$ cat src/design/pbmp_pkg.sv
// Shared types, character codes and result helpers for the PBM P1 stream parser.
package pbmp_pkg;

  // Default largest accepted image dimension.
  localparam int unsigned MaxDimDefault = 4096;

  // Fixed widths of the result fields.
  localparam int unsigned PosW = 12;
  localparam int unsigned DimW = 13;

  // Character codes used by the parser.
  localparam logic [7:0] CH_TAB   = 8'h09;
  localparam logic [7:0] CH_LF    = 8'h0A;
  localparam logic [7:0] CH_CR    = 8'h0D;
  localparam logic [7:0] CH_SPACE = 8'h20;
  localparam logic [7:0] CH_HASH  = 8'h23;
  localparam logic [7:0] CH_PLUS  = 8'h2B;
  localparam logic [7:0] CH_MINUS = 8'h2D;
  localparam logic [7:0] CH_ZERO  = 8'h30;
  localparam logic [7:0] CH_ONE   = 8'h31;
  localparam logic [7:0] CH_NINE  = 8'h39;
  localparam logic [7:0] CH_P     = 8'h50;

  // Result kinds.
  typedef enum logic [1:0] {
    KIND_HEADER = 2'd0,
    KIND_PIXEL  = 2'd1,
    KIND_ERROR  = 2'd2
  } kind_e;

  // Error codes.
  typedef enum logic [1:0] {
    ERR_BAD_MAGIC = 2'd0,
    ERR_BAD_DIM   = 2'd1,
    ERR_BAD_PIXEL = 2'd2,
    ERR_TRUNCATED = 2'd3
  } err_e;

  // One result transaction.
  typedef struct packed {
    kind_e            kind;
    logic             pixel_value;
    logic [PosW-1:0]  column;
    logic [PosW-1:0]  row;
    logic [DimW-1:0]  image_width;
    logic [DimW-1:0]  image_height;
    err_e             error_code;
    logic             image_done;
    logic             last_of_run;
  } res_t;

  // Whitespace: space, TAB, LF, VT, FF and CR.
  function automatic logic is_space(logic [7:0] c);
    return (c == CH_SPACE) || ((c >= CH_TAB) && (c <= CH_CR));
  endfunction

  function automatic logic is_digit(logic [7:0] c);
    return (c >= CH_ZERO) && (c <= CH_NINE);
  endfunction

  // Builds a result with the run marker cleared.
  function automatic res_t mk_res(kind_e k, logic pix, logic [PosW-1:0] col,
                                  logic [PosW-1:0] row, logic [DimW-1:0] w,
                                  logic [DimW-1:0] h, err_e e, logic done);
    res_t r;
    r.kind         = k;
    r.pixel_value  = pix;
    r.column       = col;
    r.row          = row;
    r.image_width  = w;
    r.image_height = h;
    r.error_code   = e;
    r.image_done   = done;
    r.last_of_run  = 1'b0;
    return r;
  endfunction

endpackage

$ cat src/design/pbmp_core.sv
// Parser state and the per-byte decision logic of the PBM P1 stream parser.
module pbmp_core
  import pbmp_pkg::*;
#(
  parameter int unsigned MaxDim = MaxDimDefault
) (
  input  logic        clk_i,
  input  logic        rst_ni,
  input  logic        step_i,
  input  logic [7:0]  data_byte_i,
  input  logic        end_of_stream_i,
  output res_t        res_first_o,
  output res_t        res_second_o,
  output logic [1:0]  res_count_o
);

  // Accumulators hold up to MaxDim + 1; counters hold up to MaxDim.
  localparam int unsigned AccW = $clog2(MaxDim + 2);
  localparam int unsigned CntW = $clog2(MaxDim + 1);
  localparam logic [AccW+3:0] SatVal = (AccW + 4)'(MaxDim + 1);
  localparam logic [AccW-1:0] MaxAcc = AccW'(MaxDim);

  typedef enum logic [10:0] {
    PH_MAGIC_P   = 11'b000_0000_0001,
    PH_MAGIC_ONE = 11'b000_0000_0010,
    PH_MAGIC_END = 11'b000_0000_0100,
    PH_W_START   = 11'b000_0000_1000,
    PH_W_SIGN    = 11'b000_0001_0000,
    PH_W_DIGITS  = 11'b000_0010_0000,
    PH_H_START   = 11'b000_0100_0000,
    PH_H_SIGN    = 11'b000_1000_0000,
    PH_H_DIGITS  = 11'b001_0000_0000,
    PH_PIXELS    = 11'b010_0000_0000,
    PH_HALT      = 11'b100_0000_0000
  } phase_e;

  phase_e            phase_q, phase_d;
  logic              comment_q, comment_d;
  logic              neg_q, neg_d;
  logic [AccW-1:0]   wacc_q, wacc_d;
  logic [AccW-1:0]   hacc_q, hacc_d;
  logic [CntW-1:0]   col_q, col_d;
  logic [CntW-1:0]   row_q, row_d;

  // Decimal accumulate with saturation at MaxDim + 1.
  function automatic logic [AccW-1:0] acc_next(logic [AccW-1:0] a, logic [3:0] d);
    logic [AccW+3:0] v;
    v = ({4'b0, a} << 3) + ({4'b0, a} << 1) + {{AccW{1'b0}}, d};
    if (v > SatVal) begin
      v = SatVal;
    end
    return v[AccW-1:0];
  endfunction

  function automatic logic dim_ok(logic neg, logic [AccW-1:0] a);
    return !neg && (a != '0) && (a <= MaxAcc);
  endfunction

  // Position counters are reported modulo 4096.
  function automatic logic [PosW-1:0] to_pos(logic [CntW-1:0] x);
    logic [CntW+PosW-1:0] e;
    e = {{PosW{1'b0}}, x};
    return e[PosW-1:0];
  endfunction

  function automatic logic [DimW-1:0] to_dim(logic [AccW-1:0] x);
    logic [AccW+DimW-1:0] e;
    e = {{DimW{1'b0}}, x};
    return e[DimW-1:0];
  endfunction

  function automatic res_t err_res(err_e e);
    return mk_res(KIND_ERROR, 1'b0, '0, '0, '0, '0, e, 1'b0);
  endfunction

  // Per-byte decision: at most a header followed by a pixel or an error.
  always_comb begin
    phase_e          ph;
    logic [7:0]      c;
    logic            dig;
    logic [3:0]      dval;
    logic [CntW-1:0] col;
    logic [CntW-1:0] row;
    logic [CntW-1:0] col_inc;
    logic [CntW-1:0] row_inc;
    logic            done;
    res_t            hdr;
    res_t            act;
    logic            hdr_vld;
    logic            act_vld;

    c       = data_byte_i;
    dig     = is_digit(c);
    dval    = c[3:0];
    ph      = phase_q;
    col     = col_q;
    row     = row_q;
    col_inc = col_q + 1'b1;
    row_inc = row_q + 1'b1;
    done    = 1'b0;
    hdr     = mk_res(KIND_HEADER, 1'b0, '0, '0, to_dim(wacc_q), to_dim(hacc_q),
                     ERR_BAD_MAGIC, 1'b0);
    act     = err_res(ERR_BAD_MAGIC);
    hdr_vld = 1'b0;
    act_vld = 1'b0;

    phase_d   = phase_q;
    comment_d = comment_q;
    neg_d     = neg_q;
    wacc_d    = wacc_q;
    hacc_d    = hacc_q;
    col_d     = col_q;
    row_d     = row_q;

    if (phase_q == PH_HALT) begin
      // Nothing more happens until reset.
    end else if (end_of_stream_i) begin
      comment_d = 1'b0;
      phase_d   = PH_HALT;
      act_vld   = 1'b1;
      if ((phase_q == PH_MAGIC_P) || (phase_q == PH_MAGIC_ONE)) begin
        act = err_res(ERR_BAD_MAGIC);
      end else if ((phase_q == PH_H_DIGITS) && dim_ok(neg_q, hacc_q)) begin
        hdr_vld = 1'b1;
        act     = err_res(ERR_TRUNCATED);
      end else if (phase_q == PH_PIXELS) begin
        act = err_res(ERR_TRUNCATED);
      end else begin
        act = err_res(ERR_BAD_DIM);
      end
    end else if (comment_q) begin
      if (c == CH_LF) begin
        comment_d = 1'b0;
      end
    end else begin
      // A valid number ends at this byte, which then starts the next step.
      if ((ph == PH_W_DIGITS) && !dig && dim_ok(neg_q, wacc_q)) begin
        neg_d = 1'b0;
        ph    = PH_H_START;
      end
      if ((ph == PH_H_DIGITS) && !dig && dim_ok(neg_q, hacc_q)) begin
        hdr_vld = 1'b1;
        ph      = PH_PIXELS;
        col     = '0;
        row     = '0;
        col_inc = CntW'(1);
        row_inc = CntW'(1);
      end
      phase_d = ph;
      col_d   = col;
      row_d   = row;

      case (ph)
        PH_MAGIC_P: begin
          if (is_space(c)) begin
          end else if (c == CH_HASH) begin
            comment_d = 1'b1;
          end else if (c == CH_P) begin
            phase_d = PH_MAGIC_ONE;
          end else begin
            act_vld = 1'b1;
            act     = err_res(ERR_BAD_MAGIC);
            phase_d = PH_HALT;
          end
        end
        PH_MAGIC_ONE: begin
          if (c == CH_ONE) begin
            phase_d = PH_MAGIC_END;
          end else begin
            act_vld = 1'b1;
            act     = err_res(ERR_BAD_MAGIC);
            phase_d = PH_HALT;
          end
        end
        PH_MAGIC_END: begin
          if (is_space(c)) begin
            phase_d = PH_W_START;
          end else begin
            act_vld = 1'b1;
            act     = err_res(ERR_BAD_MAGIC);
            phase_d = PH_HALT;
          end
        end
        PH_W_START, PH_H_START: begin
          if (is_space(c)) begin
          end else if (c == CH_HASH) begin
            comment_d = 1'b1;
          end else if ((c == CH_PLUS) || (c == CH_MINUS)) begin
            if (c == CH_MINUS) begin
              neg_d = 1'b1;
            end
            phase_d = (ph == PH_W_START) ? PH_W_SIGN : PH_H_SIGN;
          end else if (dig) begin
            if (ph == PH_W_START) begin
              wacc_d  = AccW'(dval);
              phase_d = PH_W_DIGITS;
            end else begin
              hacc_d  = AccW'(dval);
              phase_d = PH_H_DIGITS;
            end
          end else begin
            act_vld = 1'b1;
            act     = err_res(ERR_BAD_DIM);
            phase_d = PH_HALT;
          end
        end
        PH_W_SIGN, PH_H_SIGN: begin
          if (dig) begin
            if (ph == PH_W_SIGN) begin
              wacc_d  = AccW'(dval);
              phase_d = PH_W_DIGITS;
            end else begin
              hacc_d  = AccW'(dval);
              phase_d = PH_H_DIGITS;
            end
          end else begin
            act_vld = 1'b1;
            act     = err_res(ERR_BAD_DIM);
            phase_d = PH_HALT;
          end
        end
        PH_W_DIGITS: begin
          if (dig) begin
            wacc_d = acc_next(wacc_q, dval);
          end else begin
            act_vld = 1'b1;
            act     = err_res(ERR_BAD_DIM);
            phase_d = PH_HALT;
          end
        end
        PH_H_DIGITS: begin
          if (dig) begin
            hacc_d = acc_next(hacc_q, dval);
          end else begin
            act_vld = 1'b1;
            act     = err_res(ERR_BAD_DIM);
            phase_d = PH_HALT;
          end
        end
        PH_PIXELS: begin
          if (is_space(c)) begin
          end else if (c == CH_HASH) begin
            comment_d = 1'b1;
          end else if ((c == CH_ZERO) || (c == CH_ONE)) begin
            done    = (AccW'(col_inc) >= wacc_q) && (AccW'(row_inc) >= hacc_q);
            act_vld = 1'b1;
            act     = mk_res(KIND_PIXEL, c[0], to_pos(col), to_pos(row), '0, '0,
                             ERR_BAD_MAGIC, done);
            if (done) begin
              phase_d = PH_HALT;
            end else if (AccW'(col_inc) >= wacc_q) begin
              col_d = '0;
              row_d = row_inc;
            end else begin
              col_d = col_inc;
            end
          end else begin
            act_vld = 1'b1;
            act     = err_res(ERR_BAD_PIXEL);
            phase_d = PH_HALT;
          end
        end
        default: begin
        end
      endcase
    end

    // Order the results and mark the last one of this byte.
    res_count_o              = {1'b0, hdr_vld} + {1'b0, act_vld};
    res_first_o              = hdr_vld ? hdr : act;
    res_first_o.last_of_run  = !(hdr_vld && act_vld);
    res_second_o             = act;
    res_second_o.last_of_run = 1'b1;
  end

  // Parser state advances only when the byte in the input register is taken.
  always_ff @(posedge clk_i or negedge rst_ni) begin
    if (!rst_ni) begin
      phase_q   <= PH_MAGIC_P;
      comment_q <= 1'b0;
      neg_q     <= 1'b0;
      wacc_q    <= '0;
      hacc_q    <= '0;
      col_q     <= '0;
      row_q     <= '0;
    end else if (step_i) begin
      phase_q   <= phase_d;
      comment_q <= comment_d;
      neg_q     <= neg_d;
      wacc_q    <= wacc_d;
      hacc_q    <= hacc_d;
      col_q     <= col_d;
      row_q     <= row_d;
    end
  end

endmodule

$ cat src/design/pbm_ascii_stream_parser.sv
// Top level of the PBM P1 stream parser: input register, parser core, result queue.
//
//  Channel | Direction | Handshake                 | Payload
//  --------+-----------+---------------------------+-------------------------------------
//  in      | to block  | in_valid_i / in_stall_o   | data_byte_i, end_of_stream_i
//  out     | from block| out_valid_o / out_stall_i | kind, pixel, position, size, error
//
// A byte is taken into the input register when it is accepted and is decoded into a
// two-entry result queue once the queue has room for all it yields; the head of that
// queue drives the output port. One byte is accepted per cycle while in_stall_o is low.
// The byte that yields two results (header followed by a pixel or an error) waits in the
// input register until both queue entries are free. Reset clears the parser state and
// empties both registers.
// While out_stall_i is high the head result holds, and input is stalled once the queue
// has no room for what the pending byte produces.
module pbm_ascii_stream_parser
  import pbmp_pkg::*;
#(
  parameter int unsigned MaxDim = MaxDimDefault
) (
  input  logic             clk_i,
  input  logic             rst_ni,
  input  logic             in_valid_i,
  output logic             in_stall_o,
  input  logic [7:0]       data_byte_i,
  input  logic             end_of_stream_i,
  output logic             out_valid_o,
  input  logic             out_stall_i,
  output logic [1:0]       kind_o,
  output logic             pixel_value_o,
  output logic [PosW-1:0]  column_o,
  output logic [PosW-1:0]  row_o,
  output logic [DimW-1:0]  image_width_o,
  output logic [DimW-1:0]  image_height_o,
  output logic [1:0]       error_code_o,
  output logic             image_done_o,
  output logic             last_of_run_o
);

  logic        in_vld_q, in_vld_d;
  logic [7:0]  in_byte_q;
  logic        in_eos_q;
  logic        in_accept;
  logic        go;

  res_t        res_first;
  res_t        res_second;
  logic [1:0]  res_count;

  res_t        q_ent_q [2];
  res_t        q_ent_d [2];
  logic [1:0]  q_cnt_q, q_cnt_d;
  logic        pop;
  logic [1:0]  keep;
  logic [1:0]  n_push;

  // Input register.
  assign in_accept  = in_valid_i && !in_stall_o;
  assign in_stall_o = in_vld_q && !go;
  assign in_vld_d   = in_accept || (in_vld_q && !go);

  always_ff @(posedge clk_i or negedge rst_ni) begin
    if (!rst_ni) begin
      in_vld_q <= 1'b0;
    end else begin
      in_vld_q <= in_vld_d;
    end
  end

  always_ff @(posedge clk_i) begin
    if (in_accept) begin
      in_byte_q <= data_byte_i;
      in_eos_q  <= end_of_stream_i;
    end
  end

  // Decode of the registered byte.
  pbmp_core #(
    .MaxDim (MaxDim)
  ) u_core (
    .clk_i           (clk_i),
    .rst_ni          (rst_ni),
    .step_i          (go),
    .data_byte_i     (in_byte_q),
    .end_of_stream_i (in_eos_q),
    .res_first_o     (res_first),
    .res_second_o    (res_second),
    .res_count_o     (res_count)
  );

  // Result queue: the byte is decoded when everything it yields fits.
  assign pop    = (q_cnt_q != 2'd0) && !out_stall_i;
  assign keep   = q_cnt_q - {1'b0, pop};
  assign go     = in_vld_q && (({1'b0, keep} + {1'b0, res_count}) <= 3'd2);
  assign n_push = go ? res_count : 2'd0;

  always_comb begin
    q_ent_d[0] = q_ent_q[0];
    q_ent_d[1] = q_ent_q[1];
    case (keep)
      2'd0: begin
        q_ent_d[0] = res_first;
        q_ent_d[1] = res_second;
      end
      2'd1: begin
        q_ent_d[0] = pop ? q_ent_q[1] : q_ent_q[0];
        q_ent_d[1] = res_first;
      end
      default: begin
      end
    endcase
    q_cnt_d = keep + n_push;
  end

  always_ff @(posedge clk_i or negedge rst_ni) begin
    if (!rst_ni) begin
      q_cnt_q <= 2'd0;
    end else begin
      q_cnt_q <= q_cnt_d;
    end
  end

  always_ff @(posedge clk_i) begin
    q_ent_q[0] <= q_ent_d[0];
    q_ent_q[1] <= q_ent_d[1];
  end

  // Head of the queue drives the output port.
  assign out_valid_o    = (q_cnt_q != 2'd0);
  assign kind_o         = q_ent_q[0].kind;
  assign pixel_value_o  = q_ent_q[0].pixel_value;
  assign column_o       = q_ent_q[0].column;
  assign row_o          = q_ent_q[0].row;
  assign image_width_o  = q_ent_q[0].image_width;
  assign image_height_o = q_ent_q[0].image_height;
  assign error_code_o   = q_ent_q[0].error_code;
  assign image_done_o   = q_ent_q[0].image_done;
  assign last_of_run_o  = q_ent_q[0].last_of_run;

endmodule

$ cat config.mk
export PLATFORM = sky130hd
export DESIGN_NAME = pbm_ascii_stream_parser
export DESIGN_NICKNAME = d
export VERILOG_FILES = /design/src/design/pbmp_pkg.sv /design/src/design/pbmp_core.sv /design/src/design/pbm_ascii_stream_parser.sv
export SDC_FILE = /design/constraint.sdc
export NUM_CORES = 1
export LEC_CHECK = 0
export ABC_AREA = 0
export BUFFER_PORTS_ARGS = -buffer_cell sky130_fd_sc_hd__buf_2
export CAP_MARGIN = 5
export CELL_PAD_IN_SITES_DETAIL_PLACEMENT = 0
export CELL_PAD_IN_SITES_GLOBAL_PLACEMENT = 1
export CORE_MARGIN = 2
export CORE_UTILIZATION = 40
export CTS_CLUSTER_SIZE = 10
export DETAILED_ROUTE_END_ITERATION = 10
export HOLD_SLACK_MARGIN = 0.06
export MAX_ROUTING_LAYER = met4
export PLACE_DENSITY = 0.77
export SLEW_MARGIN = 20
export SYNTH_ARGS = -nofsm -noshare
export SYNTH_HDL_FRONTEND = slang
export SYNTH_SLANG_ARGS = --single-unit
export TNS_END_PERCENT = 10
$ cat constraint.sdc
create_clock -name clk_i -period 10.05 [get_ports clk_i]
set_clock_uncertainty 0.15 [all_clocks]
set_input_delay 0.5025 -clock clk_i [delete_from_list [all_inputs] [get_ports clk_i]]
set_output_delay 0.5025 -clock clk_i [all_outputs]
set_load 0.02 [all_outputs]
==> flow_metrics.env <==
export IMPL_drt_vias_per_instance=5.592
export IMPL_postSynthAreaPerCell_sq_um=10.12
export IMPL_critical_path_endpoint_type="register"
export IMPL_cts_num_sinks=191
export IMPL_muxShareOfSynthArea=0.002721
export IMPL_number_of_cells_produced_by_synthesis=1182
export IMPL_tritoncts="built"
export IMPL_first_pass_iters=5
export IMPL_fin_tns_setup_ps=0
export IMPL_yosys_warnings=0
export IMPL_final_core_util=0.4367
export IMPL_rsz_0062_raised_after_global_routing="no"
export IMPL_grt_start_max_net_pins=90
export IMPL_final_layout_size_suffix_gt1_frac=0.1301
export IMPL_post_synthesis_adder_cell_area_fraction=0.09460
export IMPL_synth_compound_gate_area_share=0.1604
export IMPL_fmax_ghz=0.1527
export IMPL_grt_first_pass_wirelength_um=46330
export IMPL_hold_class="input pin to register"
export IMPL_met3_wire_length_um=1140
export IMPL_p_leak_nw=5.374
export IMPL_worstPathArrival_ps=6730
export IMPL_report_final_setup_viol=0
export IMPL_antenna_violations_before_repair=0
export IMPL_synth_simple_area_share=0.1914
export IMPL_htree_num_levels=4
export IMPL_fin_crit_sh=0.6516
export IMPL_slew_violations=0
export IMPL_synth_nets=1283
export IMPL_worst_skew_pair_late_latency_ps=440
export IMPL_synth_enable_flop_cells=123
export IMPL_drt_antenna_violating_nets=0
export IMPL_worstSetupStartpoint="u_core.wacc_q[0]$_DFFE_PN0P_"
export IMPL_yosys_register_bits=191
export IMPL_critical_path_startpoint_type="register"
export IMPL_reg2regPathDepth=18
export IMPL_placementRows=63
export IMPL_met1Wirelength_um=13660
export IMPL_cts_buffers=17
export IMPL_die_height_um=176.9
export IMPL_cts_reportedPaths_clkPinSlew_ps=80
export IMPL_finish_net_count=1279
export IMPL_num_vias=8841
export IMPL_share_of_synthesized_area_occupied_by_flip_flops_and_latches=0.4513
export IMPL_floorplan_die_area_sq_um=31290
export IMPL_required_ps=10230
export IMPL_synthArstFlopShare=0.3560
export IMPL_synth_top_family_by_area="simple AND/OR/NAND/NOR gates"
export IMPL_finalPower_mw=2.854
export IMPL_outcome="finished clean"
export IMPL_post_cts_setup_buffers=0
export IMPL_ir_drop_v=0.0002330
export IMPL_initial_core_util=0.4045
export IMPL_place_port_buffers=71
export IMPL_ctsRootBufferMaster="clkbuf_16"
export IMPL_power_density_cell_area_nw_per_um2=221.1
export IMPL_slew_headroom=0.3468
export IMPL_crit_path_end="u_core.hacc_q[12]$_DFFE_PN0P_"
export IMPL_route_met2_wl_um=13320
export IMPL_synth_main_ff_cell="edfxtp_1"
export IMPL_r2r_slack_ps=3500
export IMPL_report_final_hold_viol_count=0
export IMPL_io_pins=72
export IMPL_gpl_final_weighted_congestion=0.9297
export IMPL_netlist_cell_type_count=83
export IMPL_layout_area_overhead_vs_synth_pct=7.963
export IMPL_chipWidth_um=176.9
export IMPL_cts_hold_buffers=0
export IMPL_initial_drt_markers=750
export IMPL_fin_crit_ps=6548
export IMPL_post_place_ws_ps=3387
export IMPL_post_synth_instance_area_sq_um=11960
export IMPL_worst_slack_ps=3502
export IMPL_drcViolationCount=0
export IMPL_clockBufferDepth=2
export IMPL_first_global_vias=8518
export IMPL_final_antenna_diode_count=0
export IMPL_post_dp_hpwl_um=20320
export IMPL_r2r_start="u_core.wacc_q[0]$_DFFE_PN0P_"
export IMPL_core_sq_um=29560
export IMPL_setup_worst_path_class="register to register"
export IMPL_routed_wl_um=28640
export IMPL_routed_len_inst_um=18.12
export IMPL_tightestPinTransition_ps=979.9
export IMPL_timing_max_cap_violations=0
export IMPL_critical_path_max_fanout=19
export IMPL_grt_remaining_overflow=0
export IMPL_post_cts_resize_count=0
export IMPL_global_route_usage_total=0.1935
export IMPL_crit_reg2reg_capture="u_core.hacc_q[12]$_DFFE_PN0P_"
export IMPL_fraction_of_synthesized_cell_area_in_xor_and_xnor_cells=0.03370
export IMPL_maxUsedRoutingLayer="met4"
## where the power goes
group / switching, mW / internal (mW)
combinational: 0.636 / 0.236
clock: 0.352 / 0.335
sequential: 0.0832 / 1.21
## synthesized netlist by cell type (6+ instances only)
cell type,number,area share
edfxtp_1,123,0.31
nand2_1,130,0.041
o31ai_1,12,0.0075
ha_1,84,0.088
nor3_1,24,0.010
nor4_1,18,0.0094
nand3_1,36,0.015
nand3b_1,6,0.0038
nor2_1,61,0.019
inv_1,46,0.014
o21ai_0,77,0.032
o21ai_1,6,0.0025
a22o_1,39,0.029
and2_1,55,0.029
and3_1,19,0.0099
a31o_2,9,0.0066
nor3b_1,9,0.0057
nand2b_1,11,0.0058
a21oi_1,31,0.013
buf_4,54,0.034
a211oi_1,10,0.0063
clkbuf_1,44,0.014
dfrtp_1,67,0.14
xnor2_1,30,0.022
xor2_1,16,0.012
nor2b_1,11,0.0058
a31oi_1,8,0.0042
a21o_1,16,0.010
buf_2,7,0.0029
o21bai_1,10,0.0063
nand4_1,12,0.0063
## metal layers
layer	up-vias	track usage
li1	4304	-
met1	4264	0.2654
met2	235	0.3045
met3	38	0.02040
met4	0	0.05579
met5	-	-
## through the flow
| step | instances | hold slack (ps) | area (sq um) |
|---|---|---|---|
| global placement | 1549 | 355.8 | 12310 |
| finish | 1581 | 81.12 | 12910 |
| CTS | 1581 | 69.46 | 12900 |
| global route | 1581 | 64.68 | 12910 |
| detailed placement | 1549 | 352.7 | 12310 |
| floorplan | 1182 | 56.91 | 11960 |
## area by class of cell
type                    count  area [sq um]
inverters                  46         172.7
multi-input cells         838          5801
well taps                 390         488.0
fillers                  2822         16650
clock buffers              18         429.2
clock inverters            14         168.9
repair buffers             84         452.9
flip-flops and latches    191          5396
## worst max-delay path, stage by stage (launching register included)
cell and delay (ps):
dfrtp_1 500, or4_1 590, or4_4 580, a311oi_4 620, or3_1 270, nor4_4 70, nor2_1 110, o21ai_0 80
a31oi_1 250, ha_1 300, ha_1 190, ha_1 270, a21o_1 170, a211oi_1 420, nand3_1 120, buf_4 250
nor2_1 600, o21ai_1 550, a22o_1 370
## how the worst min path moves through the flow
stage	cells past startpoint	from	slack [ps]	endpoint
floorplan	0	rst_ni	60	in_vld_q$_DFF_PN0_
global placement	1	q_ent_q[0][112]$_DFFE_PP_	360	q_ent_q[0][55]$_DFFE_PP_
detailed placement	1	q_ent_q[0][112]$_DFFE_PP_	350	q_ent_q[0][55]$_DFFE_PP_
CTS	1	data_byte_i[6]	70	in_byte_q[6]$_DFFE_PP_
global route	1	end_of_stream_i	60	in_eos_q$_DFFE_PP_
finish	1	data_byte_i[2]	80	in_byte_q[2]$_DFFE_PP_
## state kept, by name, summed over array words and instances (netlist names)
signal            flops
in_byte_q             8
in_eos_q              1
in_vld_q              1
q_cnt_q               2
q_ent_q             114
u_core.col_q         13
u_core.comment_q      1
u_core.hacc_q        13
u_core.neg_q          1
u_core.phase_q       11
u_core.row_q         13
u_core.wacc_q        13
## cell families after synthesis
| family | Yosys count |
|---|---|
| simple gates | 430 |
| mux | 3 |
| xor+xnor | 46 |
| fa+ha+maj | 88 |
| compound gates | 271 |
| buf+inv | 153 |
| flops | 191 |
## layout by cell type, fill, tap and decap left out, types with 11 or more instances in the layout
| cell | Yosys | routed |
|---|---|---|
| nor2b_1 | 11 | 11 |
| nor2_1 | 61 | 58 |
| nor4_1 | 18 | 17 |
| clkbuf_16 | 0 | 17 |
| xor2_1 | 16 | 16 |
| inv_1 | 46 | 45 |
| and3_1 | 19 | 19 |
| nor3_1 | 24 | 24 |
| nand3_1 | 36 | 36 |
| nand2_1 | 130 | 130 |
| buf_4 | 54 | 13 |
| nand2b_1 | 11 | 11 |
| o21ai_0 | 77 | 77 |
| o31ai_1 | 12 | 12 |
| a21o_1 | 16 | 16 |
| nand4_1 | 12 | 12 |
| xnor2_1 | 30 | 30 |
| a22o_1 | 39 | 39 |
| ha_1 | 84 | 84 |
| a21oi_1 | 31 | 31 |
| buf_2 | 7 | 71 |
| edfxtp_1 | 123 | 123 |
| and2_1 | 55 | 55 |
| dfrtp_1 | 67 | 67 |
No activity file was read; power rests on OpenSTA's default activity.
